[config.mk]
export PLATFORM = sky130hd
export DESIGN_NAME = color_ramp_cycler_with_fade_core
export DESIGN_NICKNAME = d
export VERILOG_FILES = /design/src/rtl/core/crcf_pkg.sv /design/src/rtl/core/color_ramp_cycler_with_fade_core.sv
export SDC_FILE = /design/constraint.sdc
export NUM_CORES = 1
export LEC_CHECK = 0
export CELL_PAD_IN_SITES_DETAIL_PLACEMENT = 1
export CELL_PAD_IN_SITES_GLOBAL_PLACEMENT = 1
export CORE_AREA = 2 2 116 107
export CTS_BUF_LIST = sky130_fd_sc_hd__clkbuf_2
export DETAILED_ROUTE_END_ITERATION = 8
export DIE_AREA = 0 0 118 109
export DONT_BUFFER_PORTS = 1
export PLACE_DENSITY = 0.82
export SKIP_LAST_GASP = 1
export SLEW_MARGIN = 20
export SYNTH_ARGS = -nofsm -noshare
export SYNTH_HDL_FRONTEND = slang
export SYNTH_SLANG_ARGS = --single-unit
[constraint.sdc]
create_clock -name clk -period 4.9 [get_ports clk]
set_input_delay 1.47 -clock clk [delete_from_list [all_inputs] [get_ports clk]]
set_output_delay 1.47 -clock clk [all_outputs]
set_load 0.01 [all_outputs]
[src/rtl/core/crcf_pkg.sv]
`default_nettype none

package crcf_pkg;

  localparam int WINDOW_COLORS = 16;
  localparam int RAMP_COLORS   = 42;

  localparam int POS_W   = 6;
  localparam int COUNT_W = 8;
  localparam int DIV_W   = 3;
  localparam int STRIP_W = 5;
  localparam int FADE_W  = 6;
  localparam int COLOR_W = 16;
  localparam int SLOT_W  = 4;
  localparam int CFG_W   = 5;
  localparam int CFG_IDX_W = 2;

  localparam logic [CFG_IDX_W-1:0] CFG_SCROLL_DIVIDER   = 2'd0;
  localparam logic [CFG_IDX_W-1:0] CFG_TEXT_START_STRIP = 2'd1;
  localparam logic [CFG_IDX_W-1:0] CFG_UNDERFLOW_POLICY = 2'd2;

  localparam logic [DIV_W-1:0]   SCROLL_DIVIDER_RESET   = 3'd4;
  localparam logic [STRIP_W-1:0] TEXT_START_STRIP_RESET = 5'd21;

  localparam logic [COLOR_W-1:0] BORROW_ALL = 16'h1110;
  localparam logic [COLOR_W-1:0] FIELD_R    = 16'h001E;
  localparam logic [COLOR_W-1:0] FIELD_G    = 16'h01E0;
  localparam logic [COLOR_W-1:0] FIELD_B    = 16'h1E00;

  typedef logic [COLOR_W-1:0] color_t;

  function automatic logic [11:0] ramp_color(input logic [POS_W-1:0] idx);
    logic [11:0] c;
    unique case (idx)
      6'd0:  c = 12'hE00;  6'd1:  c = 12'hE02;  6'd2:  c = 12'hE04;
      6'd3:  c = 12'hE06;  6'd4:  c = 12'hE08;  6'd5:  c = 12'hE0A;
      6'd6:  c = 12'hE0C;  6'd7:  c = 12'hE0E;  6'd8:  c = 12'hC0E;
      6'd9:  c = 12'hA0E;  6'd10: c = 12'h80E;  6'd11: c = 12'h60E;
      6'd12: c = 12'h40E;  6'd13: c = 12'h20E;  6'd14: c = 12'h00E;
      6'd15: c = 12'h02E;  6'd16: c = 12'h04E;  6'd17: c = 12'h06E;
      6'd18: c = 12'h08E;  6'd19: c = 12'h0AE;  6'd20: c = 12'h0CE;
      6'd21: c = 12'h0EE;  6'd22: c = 12'h0EC;  6'd23: c = 12'h0EA;
      6'd24: c = 12'h0E8;  6'd25: c = 12'h0E6;  6'd26: c = 12'h0E4;
      6'd27: c = 12'h0E2;  6'd28: c = 12'h0E0;  6'd29: c = 12'h2E0;
      6'd30: c = 12'h4E0;  6'd31: c = 12'h6E0;  6'd32: c = 12'h8E0;
      6'd33: c = 12'hAE0;  6'd34: c = 12'hCE0;  6'd35: c = 12'hEE0;
      6'd36: c = 12'hEC0;  6'd37: c = 12'hEA0;  6'd38: c = 12'hE80;
      6'd39: c = 12'hE60;  6'd40: c = 12'hE40;  6'd41: c = 12'hE20;
      default: c = 12'h000;
    endcase
    return c;
  endfunction

  // The fade level n stands for a fade of 0x222 * n, capped at seven steps.
  // Each nibble of 0x222 * m is 2 * m, so the product is built by wiring.
  function automatic color_t fade_color(input logic [POS_W-1:0] idx,
                                        input logic [FADE_W-1:0] n,
                                        input logic policy);
    logic [2:0] m;
    color_t sub;
    color_t d;
    m = (n >= FADE_W'(7)) ? 3'd7 : n[2:0];
    sub = {4'h0, m, 1'b0, m, 1'b0, m, 1'b0};
    d = {4'h0, ramp_color(idx)} - sub;
    if (policy) begin
      if ((d & BORROW_ALL) != '0) d = '0;
    end else begin
      if (d[4])  d = d & ~FIELD_R;
      if (d[8])  d = d & ~FIELD_G;
      if (d[12]) d = d & ~FIELD_B;
    end
    return d;
  endfunction

endpackage

`default_nettype wire

[src/rtl/core/color_ramp_cycler_with_fade_core.sv]
`default_nettype none
// Each accepted strip gives WINDOW_COLORS colors, one per cycle while the output is not stalled.
// After the transfer, the bit-serial divider in ST_DIV finds the window start one quotient bit
// per step, ST_LOAD loads the first color, and ST_EMIT then shows it.
// A new strip is taken only in ST_IDLE, once the last color of the window has been transferred.
// Reset is synchronous: state and frame counter clear, and config registers take their reset values.
module color_ramp_cycler_with_fade_core #(
  parameter int WINDOW_COLORS = crcf_pkg::WINDOW_COLORS
) (
  input  wire logic                           clk,
  input  wire logic                           rst,
  input  wire logic                           cfg_we,
  input  wire logic [crcf_pkg::CFG_IDX_W-1:0] cfg_index,
  input  wire logic [crcf_pkg::CFG_W-1:0]     cfg_data,
  input  wire logic                           item_valid,
  output logic                                item_stall,
  input  wire logic [crcf_pkg::STRIP_W-1:0]   fading_strip,
  output logic                                result_valid,
  input  wire logic                           result_stall,
  output logic [crcf_pkg::COLOR_W-1:0]        color,
  output logic [crcf_pkg::SLOT_W-1:0]         slot,
  output logic                                last
);

  localparam logic [1:0] ST_IDLE = 2'd0;
  localparam logic [1:0] ST_DIV  = 2'd1;
  localparam logic [1:0] ST_LOAD = 2'd2;
  localparam logic [1:0] ST_EMIT = 2'd3;

  localparam logic [crcf_pkg::SLOT_W-1:0] LAST_SLOT = crcf_pkg::SLOT_W'(WINDOW_COLORS - 1);
  localparam logic [1:0] LAST_SLOT_LO = 2'(WINDOW_COLORS - 1);
  localparam logic [crcf_pkg::POS_W-1:0] LAST_POS = crcf_pkg::POS_W'(crcf_pkg::RAMP_COLORS - 1);

  logic [1:0] state;
  logic [crcf_pkg::DIV_W-1:0] scroll_divider;
  logic [crcf_pkg::STRIP_W-1:0] text_start_strip;
  logic underflow_policy;
  logic [crcf_pkg::COUNT_W-1:0] frame_count;
  logic [crcf_pkg::COUNT_W-1:0] quot;
  logic [crcf_pkg::DIV_W-1:0] rem;
  logic [2:0] step;
  logic [crcf_pkg::POS_W-1:0] pos;
  logic [crcf_pkg::FADE_W-1:0] fade;

  logic [crcf_pkg::DIV_W-1:0] divisor;
  logic [crcf_pkg::DIV_W:0] rem_sh;
  logic [crcf_pkg::DIV_W:0] rem_diff;
  logic fits;
  logic [crcf_pkg::COUNT_W-1:0] quot_next;
  logic [crcf_pkg::FADE_W-1:0] fade_init;
  logic [crcf_pkg::POS_W-1:0] pos_next;
  logic [crcf_pkg::FADE_W-1:0] fade_next;
  logic item_xfer;
  logic result_xfer;

  assign divisor  = (scroll_divider == '0) ? crcf_pkg::DIV_W'(1) : scroll_divider;
  assign rem_sh   = {rem, quot[crcf_pkg::COUNT_W-1]};
  assign rem_diff = rem_sh - {1'b0, divisor};
  assign fits     = rem_sh >= {1'b0, divisor};
  assign quot_next = {quot[crcf_pkg::COUNT_W-2:0], fits};

  assign fade_init = (fading_strip >= text_start_strip)
                   ? crcf_pkg::FADE_W'({1'b0, fading_strip} - {1'b0, text_start_strip})
                     + crcf_pkg::FADE_W'(1)
                   : '0;

  assign pos_next  = (pos == LAST_POS) ? '0 : pos + crcf_pkg::POS_W'(1);
  assign fade_next = ((LAST_SLOT_LO - slot[1:0]) == 2'd0 && fade != '0)
                   ? fade - crcf_pkg::FADE_W'(1) : fade;

  assign item_stall   = (state != ST_IDLE);
  assign result_valid = (state == ST_EMIT);
  assign last         = (slot == LAST_SLOT);
  assign item_xfer    = item_valid && !item_stall;
  assign result_xfer  = result_valid && !result_stall;

  always_ff @(posedge clk) begin
    if (rst) begin
      scroll_divider   <= crcf_pkg::SCROLL_DIVIDER_RESET;
      text_start_strip <= crcf_pkg::TEXT_START_STRIP_RESET;
      underflow_policy <= 1'b0;
    end else if (cfg_we) begin
      unique case (cfg_index)
        crcf_pkg::CFG_SCROLL_DIVIDER:   scroll_divider   <= cfg_data[crcf_pkg::DIV_W-1:0];
        crcf_pkg::CFG_TEXT_START_STRIP: text_start_strip <= cfg_data;
        crcf_pkg::CFG_UNDERFLOW_POLICY: underflow_policy <= cfg_data[0];
        default: ;
      endcase
    end
  end

  always_ff @(posedge clk) begin
    if (rst) begin
      state       <= ST_IDLE;
      frame_count <= '0;
      step        <= '0;
      slot        <= '0;
    end else begin
      unique case (state)
        ST_IDLE: begin
          if (item_xfer) begin
            quot  <= frame_count;
            rem   <= '0;
            step  <= '0;
            fade  <= fade_init;
            state <= ST_DIV;
          end
        end
        ST_DIV: begin
          quot <= quot_next;
          rem  <= fits ? rem_diff[crcf_pkg::DIV_W-1:0] : rem_sh[crcf_pkg::DIV_W-1:0];
          step <= step + 3'd1;
          if (step == 3'd7) begin
            if (quot_next >= crcf_pkg::COUNT_W'(crcf_pkg::RAMP_COLORS)) begin
              pos         <= '0;
              frame_count <= '0;
            end else begin
              pos         <= quot_next[crcf_pkg::POS_W-1:0];
              frame_count <= frame_count + crcf_pkg::COUNT_W'(1);
            end
            state <= ST_LOAD;
          end
        end
        ST_LOAD: begin
          color <= crcf_pkg::fade_color(pos, fade, underflow_policy);
          slot  <= '0;
          state <= ST_EMIT;
        end
        ST_EMIT: begin
          if (result_xfer) begin
            if (last) begin
              state <= ST_IDLE;
            end else begin
              pos   <= pos_next;
              fade  <= fade_next;
              slot  <= slot + crcf_pkg::SLOT_W'(1);
              color <= crcf_pkg::fade_color(pos_next, fade_next, underflow_policy);
            end
          end
        end
        default: state <= ST_IDLE;
      endcase
    end
  end

  a_busy_when_showing: assert property (@(posedge clk) disable iff (rst)
    result_valid |-> item_stall)
    else $error("input taken while a color is shown");

  a_done_after_last: assert property (@(posedge clk) disable iff (rst)
    (result_xfer && last) |=> !result_valid)
    else $error("color shown after the last slot");

  a_slot_steps: assert property (@(posedge clk) disable iff (rst)
    (result_xfer && !last) |=> (result_valid && slot == $past(slot) + crcf_pkg::SLOT_W'(1)))
    else $error("slot did not advance by one");

  a_pos_in_ring: assert property (@(posedge clk) disable iff (rst)
    result_valid |-> (pos <= LAST_POS))
    else $error("ramp position outside the ring");

endmodule

`default_nettype wire

# Word-level counts from Yosys, hierarchy flattened
# Memories as Yosys holds them, arrays and structs flattened. A register that Yosys moved wholly into a read port is not among the register bits.
# Cells that the tools add are included.
# op_classes
eq_ne,13
n_reduce_logical,28
magnitude_cmp,5
addsub,11
n_bitwise,1
n_mux,66
# ops
operator,count
$mux 16,22
$mux 12,8
$mux 6,11
$mux 8,4
$pmux 16 s2,1
$reduce_bool 16->1,2
$sub 12x12->13,2
$pmux 6 s2,2
$mux 4,4
$pmux 8 s2,1
$mux 3,5
$add 6x1->6 const B,2
$ge 6x3->1 const B,2
$pmux 3 s2,2
$reduce_and 2->1,5
$reduce_and 5->1,2
$reduce_bool 2->1,5
$add 8x1->8 const B,1
$ge 8x6->1 const B,1
$mux 2,4
$pmux 2 s4,1
$pmux 4 s2,1
$reduce_and 4->1,2
$eq 2x2->1 const B,3
21 further kinds,31
# word_totals
romBits,1152
wordCells,138
out_inout_bits,23
memories,2
regBits,65
# mem_list
name,words,word_bits,read_ports,rd_ports_with_merged_regs,wr,line,text
(name not given),64,9,1,1,0,crcf_pkg.sv:34,unique case (idx)
(name not given),64,9,1,0,0,crcf_pkg.sv:34,

# Depth between registers and ports, before layout
# Gate-level depths: netlist of run 1.
# An unclocked memory read counts as a cell.
# depth
word_depth,25
ltp_mapped,20

# Worst setup path before layout of run 1
# Ideal clock, no wire load.
# synth_path
kind,reg2reg
startpoint,reg slot[0] (netlist bit)
endpoint,reg color[9] (netlist bit) (data pin)
stages_incl_launch_ff,19
t_arrival_ns,3.618
setup_time_ns,0.257
n_path_buf,0
setup_slack_ns,1.025
cell_sequence,dfxtp_1 ha_1 a21boi_1 nand2_1 or3_1 xnor2_1 or2_1 or3_1 ha_1 inv_1 fa_1 inv_1 fa_1 nor2b_1 o21ai_0 nand2b_1 a21oi_1 xnor2_1 a32o_1
# synth_between
elab_chain_len,22
word_cells_on_any_way,24
# synth_rtl
item,line,text
from (decl),color_ramp_cycler_with_fade_core.sv:21,"output logic [crcf_pkg::SLOT_W-1:0] slot,"
from (signal assigned),color_ramp_cycler_with_fade_core.sv:136,slot <= slot + crcf_pkg::SLOT_W'(1);
$sub 2x2->2 (*),color_ramp_cycler_with_fade_core.sv:68,assign fade_next = ((LAST_SLOT_LO - slot[1:0]) == 2'd0 && fade != '0)
$logic_not 2->1 (*),color_ramp_cycler_with_fade_core.sv:68,
$logic_and 1x1->1 (*),color_ramp_cycler_with_fade_core.sv:68,
$mux 6 (*),color_ramp_cycler_with_fade_core.sv:69,? fade - crcf_pkg::FADE_W'(1) : fade;
$ge 6x3->1,crcf_pkg.sv:62,m = (n >= FADE_W'(7)) ? 3'd7 : n[2:0];
$mux 3 (*),crcf_pkg.sv:62,
$sub 12x12->13 (*),crcf_pkg.sv:64,"d = {4'h0, ramp_color(idx)} - sub;"
$mux 16,crcf_pkg.sv:65,if (policy) begin
[... 6 more ...],-,
$mux 16,color_ramp_cycler_with_fade_core.sv:130,if (result_xfer) begin
$mux 16,color_ramp_cycler_with_fade_core.sv:99,unique case (state)
$mux 16,color_ramp_cycler_with_fade_core.sv:93,if (rst) begin
$mux 12,crcf_pkg.sv:70,if (d[12]) d = d & ~FIELD_B;
$mux 16 (*),crcf_pkg.sv:65,
$mux 16 (*),color_ramp_cycler_with_fade_core.sv:131,if (last) begin
$mux 16 (*),color_ramp_cycler_with_fade_core.sv:130,
$pmux 16 s2 (*),color_ramp_cycler_with_fade_core.sv:99,
to (signal assigned),color_ramp_cycler_with_fade_core.sv:125,"color <= crcf_pkg::fade_color(pos, fade, underflow_policy);"
to (signal assigned),color_ramp_cycler_with_fade_core.sv:137,"color <= crcf_pkg::fade_color(pos_next, fade_next, underflow_policy);"
to (decl),color_ramp_cycler_with_fade_core.sv:20,"output logic [crcf_pkg::COLOR_W-1:0] color,"
# Every way passes the cells marked *; elsewhere a longest branch is shown, timed or not. The select of a mux whose other input is x is not followed.
# A chain may end at the register's enable or synchronous reset.

# Final worst setup path of run 1
# layout_path
startpoint,reg slot[0] (netlist bit)
endpoint,reg color[14] (netlist bit) (data pin)
# layout_between
elab_chain_len,21
word_cells_on_any_way,23
# layout_rtl
item,line
$sub 2x2->2 (*),color_ramp_cycler_with_fade_core.sv:68
$logic_not 2->1 (*),color_ramp_cycler_with_fade_core.sv:68
$logic_and 1x1->1 (*),color_ramp_cycler_with_fade_core.sv:68
$mux 6 (*),color_ramp_cycler_with_fade_core.sv:69
$ge 6x3->1,crcf_pkg.sv:62
$mux 3 (*),crcf_pkg.sv:62
$sub 12x12->13 (*),crcf_pkg.sv:64
$mux 16,crcf_pkg.sv:65
[... 5 more ...],-
$mux 16,color_ramp_cycler_with_fade_core.sv:131
$mux 16,color_ramp_cycler_with_fade_core.sv:130
$mux 16,color_ramp_cycler_with_fade_core.sv:99
$mux 16,color_ramp_cycler_with_fade_core.sv:93
$mux 16 (*),crcf_pkg.sv:65
$mux 16 (*),color_ramp_cycler_with_fade_core.sv:131
$mux 16 (*),color_ramp_cycler_with_fade_core.sv:130
$pmux 16 s2 (*),color_ramp_cycler_with_fade_core.sv:99
# Marks and branches as above.

==> reports/qor.txt, run 1 <==
Final Power - 1.95 mW
post-route minimum period - 4.59 ns
clock latency on the worst-skew pair - 0.55 ns
Starting Density - 0.464
top-area cell type share of the netlist area - 0.198
Total GRT Usage - 0.216
CP Capture Type - flop
Worst-Margin Slew - 0.954 ns
YS warnings - 0
Starting DRT DRC Count - 155
sequential share of the synthesized area - 0.327
Slew HR - 0.362
# H-tree levels - 3
Post-synth top cells - ha_1, nor2_1, inv_1, a21oi_1
Post-synth EDFFs - 36
area leader, netlist - edfxtp_1
WL/cell - 17.9 µm
number of setup buffers added after CTS - 0
Power Density - 344 nW/µm²
grt total ovfl - 0
first-pass GRT wire length - 22200 µm
Final Max Tran Viols - 0
RSZ-0062 raised after global routing - no
Clock Skews - 0.0262 ns
post-synthesis cell count - 581
Hold Path Class - reg -> reg
Seq pwr share - 0.426
Final Non-Filler Cells - 746
initial antenna violation count - 0
critical path required time - 5.32 ns
Crit Path Class - reg -> reg
fin util - 0.484
# DRC - 0
# diodes - 0
combinational share of power - 0.412
die width - 118 µm
clock group share of total power - 0.162
Fin. Hold Viols - 0
count leader, synth - ha_1
worst slack, placed - 0.445 ns
share of layout cells above drive strength 1 - 0.0939
Syn Area/Cell - 9.39 µm²
Lkg Pwr - 2.39 nW
total CTS buffers - 9
Core ar. - 11700 µm²
post-detail-place hpwl - 10500 µm
Max clock buf depth - 2
final worst slack - 0.313 ns
Post-CTS Hold Fix Bufs - 0
WHS Path Cells - 2
vias in the first global route - 4480
Switching Share - 0.417
routability-driven placement congestion ratio - 0.889
vias post-DR - 4298
die area - 12900 µm²
Port Buffer Count - 0
setup violators final - 0
NetSw - 0.815 mW
Crit Path Max Fanout - 5
P_int - 1.14 mW
Synth Cell Area - 5450 µm²
maximum vdd drop - 0.281 mV
setup tns final - 0 ns
Yosys cell types - 80
Achievable Freq - 0.218 GHz
Worst Reg-to-Reg Cells - 15
clock sinks - 71
Post-synth ARST share - 0
post-route ant nets - 0
synthesized flop and latch total - 71
Setup crit start kind - flop
Via density - 5.76
Finished Cell Area - 5680 µm²
WP data arrival - 5.00 ns
CTS resizes - 0
placed cell area - 5580 µm²
fin crit share - 0.936
prevailing post-synth register cell - edfxtp_1
Cell Rows - 38
Max Cap Viol - 0
Root Buffer - clkbuf_2
Layout area overhead - 4.20%
# placed instances - 730
Die Ht - 109 µm
Routed Wire Length - 13400 µm
top-level I/O count - 40
Clock transition at path regs - 0.24 ns
status - completed
largest net degree at the start of global routing - 24
top cells by area, synth - edfxtp_1, dfxtp_1, ha_1
WHS - 0.545 ns
First-pass DRT Iterations - 5
Final #Nets - 659
CTS tree - done
-- critical path, cell delays in order (launching register included) --
cell and delay (ns):
dfxtp_1 0.55, ha_1 0.34, a21boi_1 0.39, nand2_1 0.13
or3_1 0.33, xnor2_1 0.14, or2_1 0.27, nor3_1 0.54
ha_1 0.35, nor2b_1 0.15, o21a_1 0.18, o21ai_0 0.16
a21oi_1 0.16, a221o_1 0.39, mux2_2 0.28, nor2_1 0.08
-- power by group through the flow --
stage / registers, mW / clock network (mW) / logic [mW]
after floorplan: 0.818 / 0 / 0.625
after global placement: 0.839 / 0 / 0.756
after detailed placement: 0.846 / 0 / 0.799
after CTS: 0.833 / 0.326 / 0.804
after global routing: 0.844 / 0.351 / 0.894
final: 0.833 / 0.316 / 0.804
-- cell type report --
| class | instances | area [µm²] |
|---|---|---|
| clock buffers | 9 | 45.0 |
| clock inverters | 7 | 53.8 |
| fillers | 1374 | 6060 |
| inverters | 48 | 180 |
| multi-input cells | 446 | 3380 |
| flip-flops and latches | 71 | 1780 |
| well taps | 160 | 200 |
| repair buffers | 5 | 37.5 |
-- per-layer routing --
layer | share of wire | vias to the layer above | GRT usage | wire [µm]
li1 | - | 2100 | - | -
met1 | 0.44 | 2100 | 0.265 | 5880
met2 | 0.50 | 85 | 0.385 | 6640
met3 | 0.047 | 13 | 0.0397 | 625
met4 | 0.017 | 0 | 0.0740 | 224
met5 | 0 | - | 0 | 0
-- cells in the final DEF (no fill, tap or decap), types with 6 or more instances in the layout --
cell	instances
dfxtp_1	35
nor2b_1	7
edfxtp_1	36
o22ai_1	10
fa_1	7
o21ai_0	26
xnor2_1	13
clkbuf_2	9
ha_1	54
a21o_1	14
a22o_1	6
mux2_2	9
and2_1	7
a21oi_1	40
and3_1	6
nand2b_1	9
nor3_1	14
mux2i_1	12
nor2_1	47
xor2_1	19
nand2_1	36
inv_1	46
nand3_1	11
-- logic make-up after synthesis --
kind of cell / Yosys count / synth area share
flops: 71 / 0.327
compound gates: 163 / 0.218
mux: 24 / 0.0484
xor+xnor: 33 / 0.0544
buf+inv: 67 / 0.0557
simple gates: 161 / 0.147
other cells: 1 / 0.000688
fa+ha+maj: 61 / 0.150
-- path summary, 6_finish.rpt --
check / slack [ns] / to / startpoint
worst max-delay path: 0.31 / color[14] / slot[0]
worst min-delay path: 0.54 / step[1] / step[1]
worst max register to register: 0.31 / color[14] / slot[0]
worst min register to register: 0.54 / step[1] / step[1]
Power figures use the tool's default switching activity.
==> run 2, diff against run 1 <==
--- a/config.mk
+++ b/config.mk
@@ -13,6 +13,7 @@
 export DIE_AREA = 0 0 118 109
 export DONT_BUFFER_PORTS = 1
 export PLACE_DENSITY = 0.82
+export RECOVER_POWER = 50
 export SKIP_LAST_GASP = 1
 export SLEW_MARGIN = 20
 export SYNTH_ARGS = -nofsm -noshare
==> run 2 against run 1 <==
  * The run now ends with capacitance limit, slew limit left
  * Non-clock buffer count did not move
  * First-iteration DRC count up 14%
  * Highest routed layer unchanged
  * Wire length down 0.37%
  * Combinational power is 2% lower
  * Clock-buffer cell count did not move
  * Largest cell class unchanged
  * Utilization down 0.30 points
  * Critical path depth is the same
  * Clock power about the same
==> reports/qor.txt, run 2 (synthesized netlist as in run 1, its figures left out) <==
status - finished, violations left
violated checks - capacitance limit, slew limit
Final #Nets - 659 (unchanged)
Setup crit start kind - flop
Slew HR - -0.233 (-0.595)
CTS resizes - 0 (unchanged)
CP startpoint - slot[0]
slowest cell delay on critical path - 0.55 ns (about the same)
Final Max Tran Viols - 8 (+8)
Routed Wire Length - 13300 µm (-0.37%)
Fin. Hold Viols - 0 (unchanged)
Most Frequent Cell on Critical Path - ha_1
Lkg Pwr - 2.38 nW (-0.49%)
die area - 12900 µm² (unchanged)
Root Buffer - clkbuf_2
Crit Path Class - reg -> reg
CTS tree - done
Starting Density - 0.464 (unchanged)
Max clock buf depth - 2 (unchanged)
vias in the first global route - 4480 (unchanged)
hold path start - scroll_divider[0]
vias post-DR - 4270 (-0.65%)
most frequent cells in the layout - ha_1, inv_1, nor2_1
Layout fillers - 1379 (+0.36%)
Max Cap Viol - 1 (+1)
maximum vdd drop - 0.278 mV (-1.4%)
placed cell area - 5580 µm² (unchanged)
Via density - 5.72 (-0.65%)
Total GRT Usage - 0.216 (unchanged)
Die Ht - 109 µm (unchanged)
routability-driven placement congestion ratio - 0.889 (unchanged)
# H-tree levels - 3 (unchanged)
Critical R2R Launch - slot[0]
setup tns final - 0 ns (unchanged)
layer with the highest usage - met2
Crit Path Max Fanout - 5 (unchanged)
WP data arrival - 4.99 ns (about the same)
Finished Cell Area - 5650 µm² (-0.62%)
# diodes - 0 (unchanged)
Port Buffer Count - 0 (unchanged)
number of setup buffers added after CTS - 0 (unchanged)
fin crit share - 0.934 (-0.00218)
met3 global-route usage - 0.0397 (unchanged)
RSZ-0062 raised after global routing - no
grt total ovfl - 0 (unchanged)
Clock transition at path regs - 0.24 ns (about the same)
post-route ant nets - 0 (unchanged)
Core ar. - 11700 µm² (unchanged)
post-route minimum period - 4.58 ns (-0.0107 ns)
Layout area overhead - 3.56%
Starting DRT DRC Count - 177 (+14%)
First-pass DRT Iterations - 4 (-1)
met2 usage - 0.385 (unchanged)
clock latency on the worst-skew pair - 0.55 ns (about the same)
critical path required time - 5.31 ns (about the same)
CP Capture Type - flop
Cell Rows - 38 (unchanged)
total CTS buffers - 9 (unchanged)
post-detail-place hpwl - 10500 µm (unchanged)
share of layout cells above drive strength 1 - 0.0870 (-0.00683)
setup violators final - 0 (unchanged)
top-level I/O count - 40 (unchanged)
Achievable Freq - 0.219 GHz (+0.23%)
initial antenna violation count - 0 (unchanged)
Clock Skews - 0.0296 ns (+0.00348 ns)
# placed instances - 730 (unchanged)
Final Non-Filler Cells - 746 (unchanged)
worst path cell trace - ha_1, a21boi_1, nand2_1, or3_1, xnor2_1, or2_1, nor3_1, ha_1, nor2b_1, o21a_1, o21ai_0, a21oi_1, a221o_1, mux2_2, nor2_1
first-pass GRT wire length - 22200 µm (unchanged)
fin util - 0.481 (-0.00298)
Hold Path Class - reg -> reg
commonest non-fill, non-tap cell in the layout - ha_1
Post-CTS Hold Fix Bufs - 0 (unchanged)
GRT met1 Usage - 0.265 (unchanged)
die width - 118 µm (unchanged)
Worst-Margin Slew - 1.80 ns (+0.849 ns)
# DRC - 0 (unchanged)
Slowest-stage cell, CP - dfxtp_1
Power Density - 343 nW/µm² (-0.27%)
WL/cell - 17.9 µm (-0.37%)
clock sinks - 71 (unchanged)
largest net degree at the start of global routing - 24 (unchanged)
## run 2: final timing paths
path / endpoint / slack [ns] / cells after the start
worst min-delay path: scroll_divider[0] / 0.55 / 2
worst min register to register: scroll_divider[0] / 0.55 / 2
worst max-delay path: color[14] / 0.32 / 15
worst max register to register: color[14] / 0.32 / 15
## run 2: layout make-up
class | count | area (µm²) | share of cell area
timing repair buffer | 5 | 33.8 | 0.00598
sequential | 71 | 1780 | 0.315
inverter | 48 | 180 | 0.0319
multi-input combinational | 446 | 3350 | 0.594
clock buffer | 9 | 45.0 | 0.00798
clock inverter | 7 | 53.8 | 0.00953
tap | 160 | 200 | 0.0354
## run 2: where the power goes
group	leakage, nW	total (mW)	internal (mW)	switching [mW]
combinational	1.69	0.789	0.305	0.484
sequential	0.623	0.831	0.750	0.0804
clock	0.0671	0.316	0.0746	0.242
## run 2: stage by stage
step | setup WS (ns) | hold WS, ns | total power [mW]
detailed placement | 0.445 | 0.500 | 1.65
floorplan | 1.03 | 0.454 | 1.44
global route | 0.0323 | 0.569 | 2.07
finish | 0.323 | 0.548 | 1.94
global placement | 0.710 | 0.474 | 1.59
CTS | 0.333 | 0.547 | 1.96
## run 2: layer usage
layer  part of all wire  wire length, µm
met5                  0                0
met1               0.44             5910
met3              0.047              620
met4              0.016              218
met2               0.49             6570
## run 2: worst max-delay path, delay by kind of cell, from the launching register on
family,cells,cell delay (ns)
multiplexers,1,0.28
XOR/XNOR,1,0.14
flip-flops,1,0.55
AO/OA/AOI/OAI,5,1.27
adder cells (fa/ha/maj),2,0.69
AND/OR/NAND/NOR,6,1.50
